===== src/hdl/sppc_pkg.sv =====
// Package for the sensor packet parity checker.
// Holds the status codes, lane and decision structs, and fixed constants.
// No dependencies.
`default_nettype none

package sppc_pkg;

   localparam int unsigned LANES = 4;

   typedef enum logic [2:0] {
      STATUS_STORED    = 3'd0,
      STATUS_EMERGENCY = 3'd1,
      STATUS_FOREIGN   = 3'd2,
      STATUS_PARITY    = 3'd3,
      STATUS_READ      = 3'd4
   } status_type;

   localparam logic [3:0] ACK_NIBBLE = 4'hE;  // parity flags of 0,0,0,0x32
   localparam logic [7:0] BYTE_ALL_ONES = 8'hFF;

   // per-byte findings of one lane
   typedef struct packed {
      logic even;
      logic zero;
      logic ones;
   } lane_flags_type;

   // merged verdict for a packet
   typedef struct packed {
      status_type status;
      logic       store_en;
      logic       send_ack;
   } verdict_type;

endpackage

`default_nettype wire


===== src/hdl/sppc_if.sv =====
// Channel interfaces for the sensor packet parity checker.
// Request and response valid/ready channels; no dependencies.
`default_nettype none

interface sppc_req_if;
   logic       valid;
   logic       ready;
   logic       mode;
   logic [7:0] header;
   logic [7:0] byte_x;
   logic [7:0] byte_y;
   logic [7:0] byte_z;
   logic [7:0] byte_t;
   logic [3:0] query_id;

   modport source (output valid, mode, header, byte_x, byte_y, byte_z, byte_t, query_id,
                   input ready);
   modport sink   (input valid, mode, header, byte_x, byte_y, byte_z, byte_t, query_id,
                   output ready);
endinterface

interface sppc_rsp_if;
   logic       valid;
   logic       ready;
   logic [2:0] status;
   logic [3:0] sensor_id;
   logic       send_ack;
   logic [7:0] ack_header;
   logic [7:0] out_x;
   logic [7:0] out_y;
   logic [7:0] out_z;
   logic [7:0] out_t;

   modport source (output valid, status, sensor_id, send_ack, ack_header,
                   out_x, out_y, out_z, out_t, input ready);
   modport sink   (input valid, status, sensor_id, send_ack, ack_header,
                   out_x, out_y, out_z, out_t, output ready);
endinterface

`default_nettype wire


===== src/hdl/sppc_lane.sv =====
// One byte lane: even-parity flag, zero and all-ones detection.
// Depends on sppc_pkg.
`default_nettype none

module sppc_lane (
   input  wire logic [7:0]             data,
   output sppc_pkg::lane_flags_type    flags
);
   import sppc_pkg::*;

   always_comb begin
      flags.even = ~(^data);
      flags.zero = (data == 8'h00);
      flags.ones = (data == BYTE_ALL_ONES);
   end

endmodule

`default_nettype wire


===== src/hdl/sppc_merge.sv =====
// Merge stage: combines the four lane results with the header and the mode into a verdict.
// Depends on sppc_pkg.
`default_nettype none

module sppc_merge (
   input  wire logic                   mode,
   input  wire logic [7:0]             header,
   input  wire sppc_pkg::lane_flags_type lane_flags [sppc_pkg::LANES],
   output sppc_pkg::verdict_type       verdict
);
   import sppc_pkg::*;

   logic [3:0] parity_nibble;
   logic       foreign;
   logic       any_ones;

   always_comb begin
      // x lane gives bit 3 down to t lane at bit 0
      parity_nibble = {lane_flags[0].even, lane_flags[1].even,
                       lane_flags[2].even, lane_flags[3].even};
      foreign  = lane_flags[1].zero && lane_flags[2].zero &&
                 ((header == 8'h00) || lane_flags[3].zero);
      any_ones = lane_flags[0].ones || lane_flags[1].ones ||
                 lane_flags[2].ones || lane_flags[3].ones;

      verdict.store_en = 1'b0;
      verdict.send_ack = 1'b0;
      if (mode) begin
         verdict.status = STATUS_READ;
      end else if (parity_nibble != header[3:0]) begin
         verdict.status = STATUS_PARITY;
      end else if (foreign) begin
         verdict.status = STATUS_FOREIGN;
      end else if (any_ones) begin
         verdict.status   = STATUS_EMERGENCY;
         verdict.send_ack = 1'b1;
      end else begin
         verdict.status   = STATUS_STORED;
         verdict.store_en = 1'b1;
      end
   end

endmodule

`default_nettype wire


===== src/hdl/sensor_packet_parity_checker_unit.sv =====
// Sensor packet parity checker, top level.
// The result is registered and presented the cycle after the request transaction.
// Throughput: one transaction per cycle unless the response channel stalls; four byte lanes
// and the merge stage decide combinationally, and the table is read and written in flip-flops.
// Reset (synchronous) clears the sensor table and the result valid flag at once.
// Depends on sppc_pkg, sppc_if, sppc_lane, sppc_merge.
`default_nettype none

module sensor_packet_parity_checker_unit #(
   parameter int unsigned SENSOR_SLOTS = 16
) (
   input  wire logic    clock,
   input  wire logic    reset,
   sppc_req_if.sink     req_chan,
   sppc_rsp_if.source   rsp_chan
);
   import sppc_pkg::*;

   localparam int unsigned IDX_W = (SENSOR_SLOTS > 1) ? $clog2(SENSOR_SLOTS) : 1;

   logic [7:0]     lane_data  [LANES];
   lane_flags_type lane_flags [LANES];
   verdict_type    verdict;

   logic [31:0]    sensor_table_ff [SENSOR_SLOTS];

   logic           accept;
   logic [3:0]     pkt_id;
   logic           pkt_slot_ok;
   logic           qry_slot_ok;
   logic [IDX_W-1:0] pkt_idx;
   logic [IDX_W-1:0] qry_idx;
   logic [31:0]    pkt_word;
   logic [31:0]    read_word;

   logic           rsp_valid_ff, rsp_valid_in;
   status_type     status_ff,    status_in;
   logic [3:0]     sensor_id_ff, sensor_id_in;
   logic           send_ack_ff,  send_ack_in;
   logic [7:0]     ack_header_ff, ack_header_in;
   logic [31:0]    out_word_ff,  out_word_in;

   assign lane_data[0] = req_chan.byte_x;
   assign lane_data[1] = req_chan.byte_y;
   assign lane_data[2] = req_chan.byte_z;
   assign lane_data[3] = req_chan.byte_t;

   for (genvar g = 0; g < LANES; g++) begin : gen_lane
      sppc_lane u_lane (
         .data  (lane_data[g]),
         .flags (lane_flags[g])
      );
   end

   sppc_merge u_merge (
      .mode       (req_chan.mode),
      .header     (req_chan.header),
      .lane_flags (lane_flags),
      .verdict    (verdict)
   );

   // output register frees up whenever its transaction is taken
   assign req_chan.ready = !rsp_valid_ff || rsp_chan.ready;
   assign accept         = req_chan.valid && req_chan.ready;

   assign pkt_id      = req_chan.header[7:4];
   assign pkt_slot_ok = ({1'b0, pkt_id} < 5'(SENSOR_SLOTS));
   assign qry_slot_ok = ({1'b0, req_chan.query_id} < 5'(SENSOR_SLOTS));
   assign pkt_idx     = IDX_W'(pkt_id);
   assign qry_idx     = IDX_W'(req_chan.query_id);
   assign pkt_word    = {req_chan.byte_t, req_chan.byte_z, req_chan.byte_y, req_chan.byte_x};
   assign read_word   = qry_slot_ok ? sensor_table_ff[qry_idx] : 32'h0;

   always_comb begin
      rsp_valid_in  = rsp_valid_ff;
      status_in     = status_ff;
      sensor_id_in  = sensor_id_ff;
      send_ack_in   = send_ack_ff;
      ack_header_in = ack_header_ff;
      out_word_in   = out_word_ff;
      if (accept) begin
         rsp_valid_in  = 1'b1;
         status_in     = verdict.status;
         sensor_id_in  = req_chan.mode ? req_chan.query_id : pkt_id;
         send_ack_in   = verdict.send_ack;
         ack_header_in = verdict.send_ack ? {pkt_id, ACK_NIBBLE} : 8'h00;
         out_word_in   = req_chan.mode ? read_word : 32'h0;
      end else if (rsp_chan.ready) begin
         rsp_valid_in  = 1'b0;
      end
   end

   always_ff @(posedge clock) begin
      if (reset) begin
         rsp_valid_ff <= 1'b0;
      end else begin
         rsp_valid_ff <= rsp_valid_in;
      end
      status_ff     <= status_in;
      sensor_id_ff  <= sensor_id_in;
      send_ack_ff   <= send_ack_in;
      ack_header_ff <= ack_header_in;
      out_word_ff   <= out_word_in;
   end

   always_ff @(posedge clock) begin
      if (reset) begin
         for (int i = 0; i < SENSOR_SLOTS; i++) begin
            sensor_table_ff[i] <= 32'h0;
         end
      end else if (accept && verdict.store_en && pkt_slot_ok) begin
         sensor_table_ff[pkt_idx] <= pkt_word;
      end
   end

   assign rsp_chan.valid      = rsp_valid_ff;
   assign rsp_chan.status     = status_ff;
   assign rsp_chan.sensor_id  = sensor_id_ff;
   assign rsp_chan.send_ack   = send_ack_ff;
   assign rsp_chan.ack_header = ack_header_ff;
   assign rsp_chan.out_x      = out_word_ff[7:0];
   assign rsp_chan.out_y      = out_word_ff[15:8];
   assign rsp_chan.out_z      = out_word_ff[23:16];
   assign rsp_chan.out_t      = out_word_ff[31:24];

   // a transaction always leaves a result behind
   a_accept_gives_result: assert property (@(posedge clock) disable iff (reset)
      accept |=> rsp_valid_ff)
      else $error("accepted transaction produced no result");

   // a stored packet lands in its slot
   a_store_lands: assert property (@(posedge clock) disable iff (reset)
      (accept && verdict.store_en && pkt_slot_ok) |=>
         (sensor_table_ff[$past(pkt_idx)] == $past(pkt_word)))
      else $error("table entry does not match stored packet");

   // acknowledge only with emergency status and the fixed nibble
   a_ack_consistent: assert property (@(posedge clock) disable iff (reset)
      (rsp_valid_ff && send_ack_ff) |->
         (status_ff == STATUS_EMERGENCY && ack_header_ff[3:0] == ACK_NIBBLE))
      else $error("acknowledge without emergency status");

   // data bytes only come back on a read reply
   a_data_only_on_read: assert property (@(posedge clock) disable iff (reset)
      (rsp_valid_ff && status_ff != STATUS_READ) |-> (out_word_ff == 32'h0))
      else $error("data bytes on a non-read result");

endmodule

`default_nettype wire


===== src/flat_wrapper.sv =====
// flat-port wrapper written by rule: the top's interface ports become plain ports
module sensor_packet_parity_checker_unit_flat import sppc_pkg::*;
#(
   parameter int unsigned SENSOR_SLOTS = 16
)
  (clock, reset, req_chan_valid, req_chan_mode, req_chan_header, req_chan_byte_x, req_chan_byte_y, req_chan_byte_z, req_chan_byte_t, req_chan_query_id, req_chan_ready, rsp_chan_valid, rsp_chan_status, rsp_chan_sensor_id, rsp_chan_send_ack, rsp_chan_ack_header, rsp_chan_out_x, rsp_chan_out_y, rsp_chan_out_z, rsp_chan_out_t, rsp_chan_ready);
  sppc_req_if req_chan_i ();
  sppc_rsp_if rsp_chan_i ();
  input  wire logic clock;
  input  wire logic reset;
  input wire logic [$bits(req_chan_i.valid)-1:0] req_chan_valid;
  input wire logic [$bits(req_chan_i.mode)-1:0] req_chan_mode;
  input wire logic [$bits(req_chan_i.header)-1:0] req_chan_header;
  input wire logic [$bits(req_chan_i.byte_x)-1:0] req_chan_byte_x;
  input wire logic [$bits(req_chan_i.byte_y)-1:0] req_chan_byte_y;
  input wire logic [$bits(req_chan_i.byte_z)-1:0] req_chan_byte_z;
  input wire logic [$bits(req_chan_i.byte_t)-1:0] req_chan_byte_t;
  input wire logic [$bits(req_chan_i.query_id)-1:0] req_chan_query_id;
  output wire logic [$bits(req_chan_i.ready)-1:0] req_chan_ready;
  output wire logic [$bits(rsp_chan_i.valid)-1:0] rsp_chan_valid;
  output wire logic [$bits(rsp_chan_i.status)-1:0] rsp_chan_status;
  output wire logic [$bits(rsp_chan_i.sensor_id)-1:0] rsp_chan_sensor_id;
  output wire logic [$bits(rsp_chan_i.send_ack)-1:0] rsp_chan_send_ack;
  output wire logic [$bits(rsp_chan_i.ack_header)-1:0] rsp_chan_ack_header;
  output wire logic [$bits(rsp_chan_i.out_x)-1:0] rsp_chan_out_x;
  output wire logic [$bits(rsp_chan_i.out_y)-1:0] rsp_chan_out_y;
  output wire logic [$bits(rsp_chan_i.out_z)-1:0] rsp_chan_out_z;
  output wire logic [$bits(rsp_chan_i.out_t)-1:0] rsp_chan_out_t;
  input wire logic [$bits(rsp_chan_i.ready)-1:0] rsp_chan_ready;
  assign req_chan_i.valid = req_chan_valid;
  assign req_chan_i.mode = req_chan_mode;
  assign req_chan_i.header = req_chan_header;
  assign req_chan_i.byte_x = req_chan_byte_x;
  assign req_chan_i.byte_y = req_chan_byte_y;
  assign req_chan_i.byte_z = req_chan_byte_z;
  assign req_chan_i.byte_t = req_chan_byte_t;
  assign req_chan_i.query_id = req_chan_query_id;
  assign req_chan_ready = req_chan_i.ready;
  assign rsp_chan_valid = rsp_chan_i.valid;
  assign rsp_chan_status = rsp_chan_i.status;
  assign rsp_chan_sensor_id = rsp_chan_i.sensor_id;
  assign rsp_chan_send_ack = rsp_chan_i.send_ack;
  assign rsp_chan_ack_header = rsp_chan_i.ack_header;
  assign rsp_chan_out_x = rsp_chan_i.out_x;
  assign rsp_chan_out_y = rsp_chan_i.out_y;
  assign rsp_chan_out_z = rsp_chan_i.out_z;
  assign rsp_chan_out_t = rsp_chan_i.out_t;
  assign rsp_chan_i.ready = rsp_chan_ready;
  sensor_packet_parity_checker_unit #(.SENSOR_SLOTS(SENSOR_SLOTS)) u_core (.clock(clock), .reset(reset), .req_chan(req_chan_i), .rsp_chan(rsp_chan_i));
endmodule

===== config.mk =====
export PLATFORM = sky130hd
export DESIGN_NAME = sensor_packet_parity_checker_unit_flat
export DESIGN_NICKNAME = d
export VERILOG_FILES = /design/src/hdl/sppc_pkg.sv /design/src/hdl/sppc_if.sv /design/src/hdl/sppc_lane.sv /design/src/hdl/sppc_merge.sv /design/src/hdl/sensor_packet_parity_checker_unit.sv /design/src/flat_wrapper.sv
export SDC_FILE = /design/constraint.sdc
export NUM_CORES = 1
export LEC_CHECK = 0
export BUFFER_PORTS_ARGS = -buffer_cell sky130_fd_sc_hd__buf_4
export CORE_MARGIN = 2
export CORE_UTILIZATION = 45
export CTS_CLUSTER_DIAMETER = 30
export DETAILED_ROUTE_END_ITERATION = 7
export SLEW_MARGIN = 20
export SYNTH_ARGS = -nofsm -noshare
export SYNTH_HDL_FRONTEND = slang
export SYNTH_SLANG_ARGS = --single-unit

===== constraint.sdc =====
create_clock -name clock -period 5.7 [get_ports clock]
set_input_delay 0.855 -clock clock [delete_from_list [all_inputs] [get_ports clock]]
set_output_delay 0.855 -clock clock [all_outputs]
set_load 0.1 [all_outputs]

==> results_dict.tcl, run 1 <==
set metrics [dict create \
    switchingPower_mw 3.356 \
    die_h_um 255.9 \
    wirelength_um 92080 \
    clockRootBuffer "clkbuf_16" \
    route.vias.total 20990 \
    power.share.combinational 0.116 \
    finalHoldViolCount 0 \
    period_needed_ns 3.835 \
    report.final.slew_viol_count 0 \
    initial_core_util 0.4536 \
    cts.sinks 557 \
    dp_slack_ns 1.404 \
    gp_congestion 0.8372 \
    clock_path_buffers 3 \
    core_area_mm2 0.06297 \
    grt_pass1_wl_um 137800 \
    postRouteAntennaNets 0 \
    finClkSkew_ns 0.01254 \
    cts_resized 0 \
    total_leakage_power_nw 10.41 \
    cts-htree-levels 3 \
    avgSynthCellArea_um2 13.50 \
    synth_nets 2193 \
    tightest_slew_ns 1.119 \
    post_cts_buffers 0 \
    clock_latency_ns 0.65 \
    timing.setup.tns_ns 0 \
    regArea_mm2 0.01672 \
    maxSlewHeadroom 0.2530 \
    worstPathMaxFanout 76 \
    num_rows 92 \
    ys_types 36 \
    synthCells 2116 \
    dr.first_iter.drc_count 2690 \
    synth_seq_area_share 0.5853 \
    die_x_um 255.9 \
    port_buffers 97 \
    hold_path.class "input port to flip-flop" \
    path_clk_slew_ns 0.05 \
    rr_worst_depth 8 \
    grt_max_degree 153 \
    layout-drive-gt1-share 0.2916 \
    firstDrtPassIters 6 \
    gr-total-overflow 0 \
    detail_route.wl_per_cell_um 30.64 \
    reg2reg_from "u_core.rsp_chan.valid" \
    cts_tree "done" \
    status "completed" \
    antenna_found_initial 2 \
    vdd_ir_drop_max_v 0.0002261 \
    numCtsBuffers 115 \
    remaining_drc_errors 0 \
    setup_viol 0 \
    power.internal_mw 9.451 \
    mappedNetlistArea_mm2 0.02856 \
    cp.required_ns 6.00 \
    yosysWarnings 0 \
    io_pins 99 \
    finalCritPeriodShare 0.6728 \
    holdBufCountCts 0 \
    multi_input_area_mm2 0.01051 \
    startpoint_type "input port" \
    fmax_mhz 260.8 \
    crit_start "req_chan_byte_x[5]" \
    reg2reg_to "u_core.sensor_table_ff[1][29]" \
    grt_setup_unrepaired "false" \
    p_per_area_mw_per_mm2 379.7 \
    end_kind "flip-flop" \
    worst_slack_ns 1.865 \
    dp_hpwl_um 49480 \
    rrSetupSlack_ns 2.66 \
    endpoint "u_core.rsp_chan.ack_header[5]" \
    path_class "input port to flip-flop" \
    worstPathArrival_ns 4.13 \
    grtUsageTotal 0.2787 \
    synth_seq_cells 557 \
    die-area_mm2 0.06550 \
    p_sw_frac 0.2620 \
    seq_power_share 0.366 \
    grt_pass1_vias 20940 \
    drv_cap 0 \
    fin_nets 2141 \
    clockPowerShare 0.518 \
    routed_via_density 6.985 \
    n_fill_cell 5178 \
    synthToLayoutAreaGrowth_pct 18.10 \
]
-- layout by cell type, fill, tap and decap left out, types with 33 or more instances in the layout --
cell type | Yosys | layout
mux4_2 | 128 | 128
inv_1 | 35 | 35
clkbuf_16 | 0 | 116
nand3_1 | 189 | 189
buf_4 | 20 | 167
edfxtp_1 | 556 | 556
nor4_1 | 402 | 402
nor4_2 | 111 | 111
nand4_1 | 145 | 145
a21oi_1 | 33 | 33
a22oi_1 | 64 | 64
-- kinds of logic after synthesis --
logic type | synth area share
buffers and inverters | 0.05621
muxes | 0.1025
DFF | 0.5853
and+or+nand+nor | 0.2101
adders and majority gates | 0.01227
AOI/OAI and AO/OA | 0.02786
other | 0.0001313
xor gates and xnor gates | 0.005608
-- layout make-up --
type / count / area share
inverter: 35 / 0.003895
antenna: 2 / 0.0001484
clock inverter: 82 / 0.02693
timing repair buffer: 177 / 0.04296
tap: 846 / 0.03138
multi-input combinational: 1178 / 0.3117
clock buffer: 128 / 0.08740
sequential: 557 / 0.4956
-- synthesized netlist by cell type --
library cell	number	area (um2)
a21oi_1	33	165.2
a22oi_1	64	480.5
a31oi_1	1	6.260
and2_1	4	25.02
and4_1	3	26.28
buf_1	15	56.30
buf_2	74	370.4
buf_4	20	150.1
buf_6	1	11.26
clkbuf_1	236	885.9
conb_1	1	3.750
dfxtp_1	1	20.02
edfxtp_1	556	16700
ha_1	28	350.3
inv_1	35	131.4
mux2_2	4	45.04
mux4_2	128	2883
nand2_1	11	41.29
nand3_1	189	945.9
nand4_1	145	907.1
nor2_1	6	22.52
nor2b_1	10	62.56
nor3_1	1	5.000
nor3b_1	1	7.510
nor4_1	402	2515
nor4_2	111	1389
nor4b_1	3	26.28
nor4b_2	1	15.01
o21ai_1	1	5.000
o22ai_1	1	6.260
o31ai_1	6	45.04
o41ai_1	10	87.58
or2_2	2	12.51
xnor2_1	4	35.03
xnor3_1	4	90.09
xor2_1	4	35.03
-- layer usage --
layer,GRT usage,part of all wire,vias up
met2,0.4313,0.47,1355
met5,0,0,-
li1,-,-,8759
met3,0.06318,0.10,219
met4,0.1231,0.044,0
met1,0.3779,0.39,10660
-- critical path, cell delays in order --
cell	delay (ns)
buf_4	0.18
ha_1	0.29
xnor3_1	0.39
xnor2_1	0.46
nand4_1	0.26
buf_4	0.30
buf_4	0.42
nor4b_1	0.96
-- sequential cells by signal, indices dropped and copies added, names as in the netlist --
signal and count:
u_core.sensor_table_ff 512, u_core.rsp_chan.valid 1, u_core.rsp_chan.status 3, u_core.rsp_chan.sensor_id 4, u_core.out_word_ff 32, u_core.rsp_chan.ack_header 5
-- worst min-delay path by stage --
stage	startpoint	to	cells past startpoint
detailed placement	u_core.rsp_chan.valid	u_core.rsp_chan.valid	4
CTS	reset	u_core.rsp_chan.valid	2
floorplan	u_core.sensor_table_ff[10][0]	u_core.out_word_ff[0]	3
global placement	u_core.rsp_chan.valid	u_core.rsp_chan.valid	4
global route	reset	u_core.rsp_chan.valid	2
finish	reset	u_core.rsp_chan.valid	2
-- power groups by stage --
| stage | Combinational, mW | Clock, mW | Sequential [mW] |
|---|---|---|---|
| floorplan | 0.874 | 0 | 4.93 |
| global placement | 1.44 | 0 | 4.76 |
| detailed placement | 1.45 | 0 | 4.76 |
| CTS | 1.46 | 6.68 | 4.69 |
| global route | 1.54 | 6.90 | 4.70 |
| finish | 1.48 | 6.63 | 4.69 |
-- stage by stage --
step	power (mW)	hold WS, ns	instance area (um2)	cells	utilization
CTS	12.83	0.4886	33720	3003	0.5356
global placement	6.197	0.8342	29870	2793	0.4743
finish	12.81	0.5219	33730	3005	0.5357
detailed placement	6.216	0.8390	29870	2793	0.4743
floorplan	5.800	0.7784	28580	2116	-
global route	13.14	0.4871	33730	3005	0.5357
Power figures use the tool's default switching activity.
==> inputs of run 2 (changes only) <==
Settings changed: ABC_AREA set to 1.
Clock period 5.7 ns to 3.3 ns, I/O delays scaled along.
==> run 2 against run 1 <==
Net effect:
- clock skew up 0.013 ns
- critical path depth is 2 higher
- count of clock-buffer cells in the layout grew 7
- critical path type unchanged
- largest power group unchanged
==> results_dict.tcl, run 2 <==
set metrics [dict create \
    route.vias.total 18720 \
    synth_top_area_frac 0.6774 \
    finClkSkew_ns 0.02603 \
    fin_nets 2435 \
    final_cells 3157 \
    layout-drive-gt1-share 0.1747 \
    finalCritPeriodShare 0.7294 \
    die-area_mm2 0.05666 \
    cts_tree "done" \
    fmax_mhz 415.5 \
    path_class "input port to flip-flop" \
    die_h_um 238.0 \
    crit_start "req_chan_byte_z[0]" \
    grt_max_degree 130 \
    cp.required_ns 3.68 \
    avgSynthCellArea_um2 11.06 \
    reg2reg_from "u_core.rsp_chan.valid" \
    finalHoldViolCount 0 \
    core_area_mm2 0.05403 \
    yosys-top-cells-area "edfxtp_1 68%, nor2_1 12%, o21ai_0 5.5%" \
    initial_core_util 0.4562 \
    drv_cap 0 \
    antenna_cells 0 \
    total_leakage_power_nw 12.07 \
    synthCells 2228 \
    endpoint "u_core.sensor_table_ff[11][23]" \
    setup_viol 0 \
    slowest_stage "nor2_1" \
    grt_pass1_vias 18590 \
    rr_worst_depth 9 \
    mappedNetlistArea_mm2 0.02465 \
    worstPathMaxFanout 32 \
    p_per_area_mw_per_mm2 714.7 \
    startpoint_type "input port" \
    post-route-util 0.5699 \
    rrSetupSlack_ns 1.22 \
    ys_types 31 \
    end_kind "flip-flop" \
    path_clk_slew_ns 0.05 \
    period_needed_ns 2.407 \
    routed_via_density 5.931 \
    path_buf_inv 4 \
    worstPathArrival_ns 2.79 \
    report.final.slew_viol_count 0 \
    synth_seq_area_share 0.6782 \
    total_power_mw 22.01 \
    largest_reg_flops 512 \
    synthToLayoutAreaGrowth_pct 24.92 \
    crit_path_max_incr_delay_ns 0.44 \
    synth_top_family_by_area "simple AND/OR/NAND/NOR gates" \
    hold_path.class "input port to flip-flop" \
    firstDrtPassIters 5 \
    grtUsageTotal 0.2777 \
    min-delay-start "req_chan_mode" \
    gp_congestion 0.8285 \
    n_fill_cell 4481 \
    clockRootBuffer "clkbuf_16" \
    synth.most_common_cell "nor2_1" \
    synth_nets 2305 \
    reg2reg_to "u_core.sensor_table_ff[1][13]" \
    dr.first_iter.drc_count 2496 \
    cts.sinks 557 \
    gr-total-overflow 0 \
    dp_hpwl_um 45960 \
    postRouteAntennaNets 0 \
    port_buffers 97 \
    clock_path_buffers 3 \
    synth_area_leader_cell "edfxtp_1" \
    ys.flop_type "edfxtp_1" \
    synth_compound_area_frac 0.1085 \
    detail_route.wl_per_cell_um 24.81 \
    post_cts_buffers 0 \
    grt_pass1_wl_um 116500 \
    synth-adder-area-share 0.01421 \
    yosysWarnings 0 \
    synthSimpleGateAreaFrac 0.1542 \
    path_depth 10 \
    grt_setup_unrepaired "false" \
    tightest_slew_ns 0.7548 \
    cts-htree-levels 3 \
    dpl.cell_count 2932 \
    synthTopCellsByCount "792 x nor2_1, 556 x edfxtp_1, 272 x o21ai_0" \
    timing.setup.tns_ns 0 \
    maxSlewHeadroom 0.4962 \
    synthMuxAreaShare 0 \
    worst_slack_ns 0.8931 \
    synth_seq_cells 557 \
    top_register "u_core.sensor_table_ff" \
    async_flop_share 0 \
    synth-edff-count 556 \
    dp_slack_ns 0.2240 \
    final_common_cell "nor2_1" \
    numCtsBuffers 119 \
    num_rows 85 \
    status "completed" \
    timing.critical_path.mode_cell "buf_4" \
    wirelength_um 78340 \
    io_pins 99 \
    post_synth_xor_area_fraction 0.001421 \
    antenna_found_initial 0 \
    crit_family "simple AND/OR/NAND/NOR gates" \
    clock_latency_ns 0.66 \
    vdd_ir_drop_max_v 0.0004639 \
    cp_cell_sequence "buf_4 > clkinv_1 > ha_1 > nand4_1 > nor2_1 > nand2_2 > buf_4 > nand4_1 > buf_4 > nor2_1" \
    remaining_drc_errors 0 \
    die_x_um 238.0 \
    layout_common_cells "792 x nor2_1, 556 x edfxtp_1, 272 x o21ai_0" \
]
[run 2: timing repair]
item                      4_1_cts  5_1_grt
hold buffers                    1        0
gates resized for setup         0        0
hold endpoints to repair        1        0
[run 2: cell families after synthesis]
group | Yosys count
buffers and inverters | 259
adders and majority gates | 28
xor gates and xnor gates | 4
AOI/OAI and AO/OA | 441
DFF | 557
other | 1
and+or+nand+nor | 938
[run 2: area by class of cell]
cell class,count,area [um2],share of cell area
repair buffers,203,1843,0.05985
flip-flops and latches,557,16720,0.5429
inverters,65,252.7,0.008208
multi-input cells,1412,6932,0.2251
clock inverters,89,1097,0.03564
clock buffers,135,3080,0.1000
well taps,696,870.8,0.02828
[run 2: worst min-delay path by stage]
stage                                end  cells past startpoint  slack [ns]
2_1_floorplan      u_core.rsp_chan.valid                      1        0.56
3_3_place_gp       u_core.rsp_chan.valid                      2        0.53
3_5_place_dp       u_core.rsp_chan.valid                      2        0.54
4_1_cts        u_core.rsp_chan.status[2]                      1        0.10
5_1_grt        u_core.rsp_chan.status[2]                      1        0.14
6_report       u_core.rsp_chan.status[2]                      1        0.14
[run 2: per-layer routing]
layer | vias up | track usage | part of all wire
met4 | 0 | 0.1239 | 0.038
li1 | 8195 | - | -
met3 | 150 | 0.04870 | 0.096
met1 | 9316 | 0.3782 | 0.40
met5 | - | 0 | 0
met2 | 1063 | 0.4390 | 0.47
[run 2: worst reg2reg max path, stage by stage, from the launching register on]
cell and delay (ns):
dfxtp_1 0.36, nand2_8 0.09, nand2_1 0.09, inv_4 0.07, nand3_1 0.10, nor2_2 0.14, buf_4 0.25, nand4_1 0.24
nand2_2 0.21, buf_12 0.20
[run 2: stage by stage]
step                hold WS, ns  instance area, um2
floorplan                0.5641               24720
global placement         0.5335               26600
detailed placement       0.5418               26600
CTS                      0.1017               30790
global route             0.1377               30790
finish                   0.1444               30790
[run 2: power breakdown]
part           switching, mW  internal [mW]  total, mW
Combinational           1.28          0.417       1.70
Clock                   3.87           8.37       12.2
Sequential            0.0584           8.00       8.06
==> inputs of run 3 (changes only) <==
Clock period 3.3 ns to 2.1 ns, I/O delays scaled along.
==> run 3 against run 2 <==
Net effect:
- core utilization rose by 2.5 points
- final area up 4.3%
- total power increased by 57%
- global-route usage up 0.48 points
- critical path depth grew 7
- wire length grew 2.6%
- critical path type unchanged
- critical endpoint is now u_core.sensor_table_ff[15][4]
- largest power group unchanged
==> results_dict.tcl, run 3 (synthesized netlist as in run 2, its figures left out) <==
set metrics [dict create \
    status "completed" \
    cp_cell_sequence "buf_4 > clkinv_8 > ha_4 > inv_1 > nand2_1 > nand2_1 > nand2_1 > nand3_1 > nand2_1 > inv_2 > nand2_2 > nor2_4 > buf_12 > nand4_1 > buf_4 > buf_4 > nor2_1" \
    synthToLayoutAreaGrowth_pct 30.32 \
    path_clk_slew_ns 0.05 \
    dr.first_iter.drc_count 2335 \
    port_buffers 97 \
    firstDrtPassIters 6 \
    total_power_mw 34.54 \
    drv_cap 0 \
    regArea_mm2 0.01672 \
    setup_viol 0 \
    grt_setup_unrepaired "false" \
    postRouteAntennaNets 0 \
    antenna_cells 0 \
    p_per_area_mw_per_mm2 1075 \
    clockRootBuffer "clkbuf_16" \
    worstPathArrival_ns 2.36 \
    gp_congestion 0.8509 \
    multi_input_area_mm2 0.007417 \
    slowest_stage "buf_4" \
    timing.setup.tns_ns 0 \
    layout_common_cells "792 x nor2_1, 556 x edfxtp_1, 272 x o21ai_0" \
    vdd_ir_drop_max_v 0.0007328 \
    die_h_um 238.0 \
    routed_via_density 5.891 \
    detail_route.wl_per_cell_um 24.98 \
    hold_path.class "input port to flip-flop" \
    cp.required_ns 2.46 \
    grt_max_degree 50 \
    power.internal_mw 26.30 \
    path_class "input port to flip-flop" \
    wirelength_um 80390 \
    grtUsageTotal 0.2825 \
    placed_cell_area_mm2 0.02789 \
    stdcell_area_mm2 0.03212 \
    grt_pass1_vias 18790 \
    remaining_drc_errors 0 \
    final_cells 3218 \
    top_register "u_core.sensor_table_ff" \
    dpl.cell_count 2999 \
    tightest_slew_ns 0.7098 \
    final_common_cell "nor2_1" \
    num_rows 85 \
    cts-htree-levels 3 \
    worstPathMaxFanout 21 \
    n_fill_cell 4318 \
    cts_tree "done" \
    antenna_found_initial 0 \
    route.vias.total 18960 \
    period_needed_ns 2.005 \
    clock_path_buffers 3 \
    finalHoldViolCount 0 \
    clockPowerShare 0.548 \
    finClkSkew_ns 0.02300 \
    maxSlewHeadroom 0.5263 \
    dp_hpwl_um 49050 \
    report.final.slew_viol_count 0 \
    clock_latency_ns 0.65 \
    finalCritPeriodShare 0.9547 \
    power.share.combinational 0.086 \
    post-route-util 0.5946 \
    timing.critical_path.mode_cell "nand2_1" \
    grt_pass1_wl_um 118800 \
    total_leakage_power_nw 12.56 \
    layout-drive-gt1-share 0.2133 \
    cts.sinks 557 \
    crit_path_max_incr_delay_ns 0.38 \
    die_x_um 238.0 \
    startpoint_type "input port" \
    largest_reg_flops 512 \
    initial_core_util 0.4562 \
    core_area_mm2 0.05403 \
    switchingPower_mw 8.244 \
    p_sw_frac 0.2387 \
    seq_power_share 0.367 \
    fmax_mhz 498.8 \
    io_pins 99 \
    numCtsBuffers 111 \
    end_kind "flip-flop" \
    die-area_mm2 0.05666 \
    fin_nets 2500 \
    gr-total-overflow 0 \
]
## run 3: cell count changes in the layout (fill, tap and decap cells not counted), moves of 13 or more
cell / change
buf_12: +17
clkinv_4: +14
nand2_2: -13
buf_4: +43
nand2_8: +20
clkinv_1: -20
## run 3: cell type report
type | instances | area share
Sequential cell | 557 | 0.5205
Multi-Input combinational cell | 1416 | 0.2309
Clock buffer | 118 | 0.08861
Timing Repair Buffer | 272 | 0.08168
Clock inverter | 94 | 0.03774
Tap cell | 696 | 0.02711
Inverter | 65 | 0.01348
## run 3: path summary, 6_finish.rpt
| path | start | end | slack [ns] | depth (start not counted) |
|---|---|---|---|---|
| min | req_chan_mode | u_core.rsp_chan.status[2] | 0.06 | 2 |
| max reg2reg | u_core.rsp_chan.valid | u_core.sensor_table_ff[15][4] | 0.17 | 10 |
| max | req_chan_byte_z[4] | u_core.sensor_table_ff[15][4] | 0.1 | 17 |
| min reg2reg | u_core.sensor_table_ff[0][17] | u_core.out_word_ff[17] | 0.78 | 4 |
## run 3: critical path: cells and delay by family
family	cells	cell delay, ns
buf+inv	7	1.00
simple gates	9	0.77
fa+ha+maj	1	0.26
## run 3: metrics by stage
stage               hold slack (ns)  setup slack (ns)
floorplan                    0.3744           -0.2828
global placement             0.4797           -0.6324
detailed placement           0.4870           -0.5558
CTS                         0.03646           0.05374
global route                0.04637           0.01692
finish                      0.06083           0.09510
## run 3: repair_timing
item                                    4_1_cts  5_1_grt
hold buffers                                  2        0
gates resized for setup                       0       15
endpoints found under the setup margin        0      259
hold endpoints to repair                      1        0
setup buffers                                 0        0
## run 3: power groups by stage
stage                     Combinational [mW]  Clock, mW  Sequential [mW]
after floorplan                         1.30          0             13.3
after global placement                  2.88          0             12.9
after detailed placement                2.90          0             12.9
after CTS                               2.91       19.0             12.7
after global routing                    3.13       19.6             12.7
final                                   2.96       18.9             12.7
## run 3: layer usage
metal | GRT usage | vias to the layer above | wire [um]
met5 | 0 | - | 0
met4 | 0.09830 | 0 | 2608
met3 | 0.05264 | 162 | 6957
met2 | 0.4525 | 1055 | 37660
met1 | 0.3891 | 9413 | 33170
li1 | - | 8328 | -
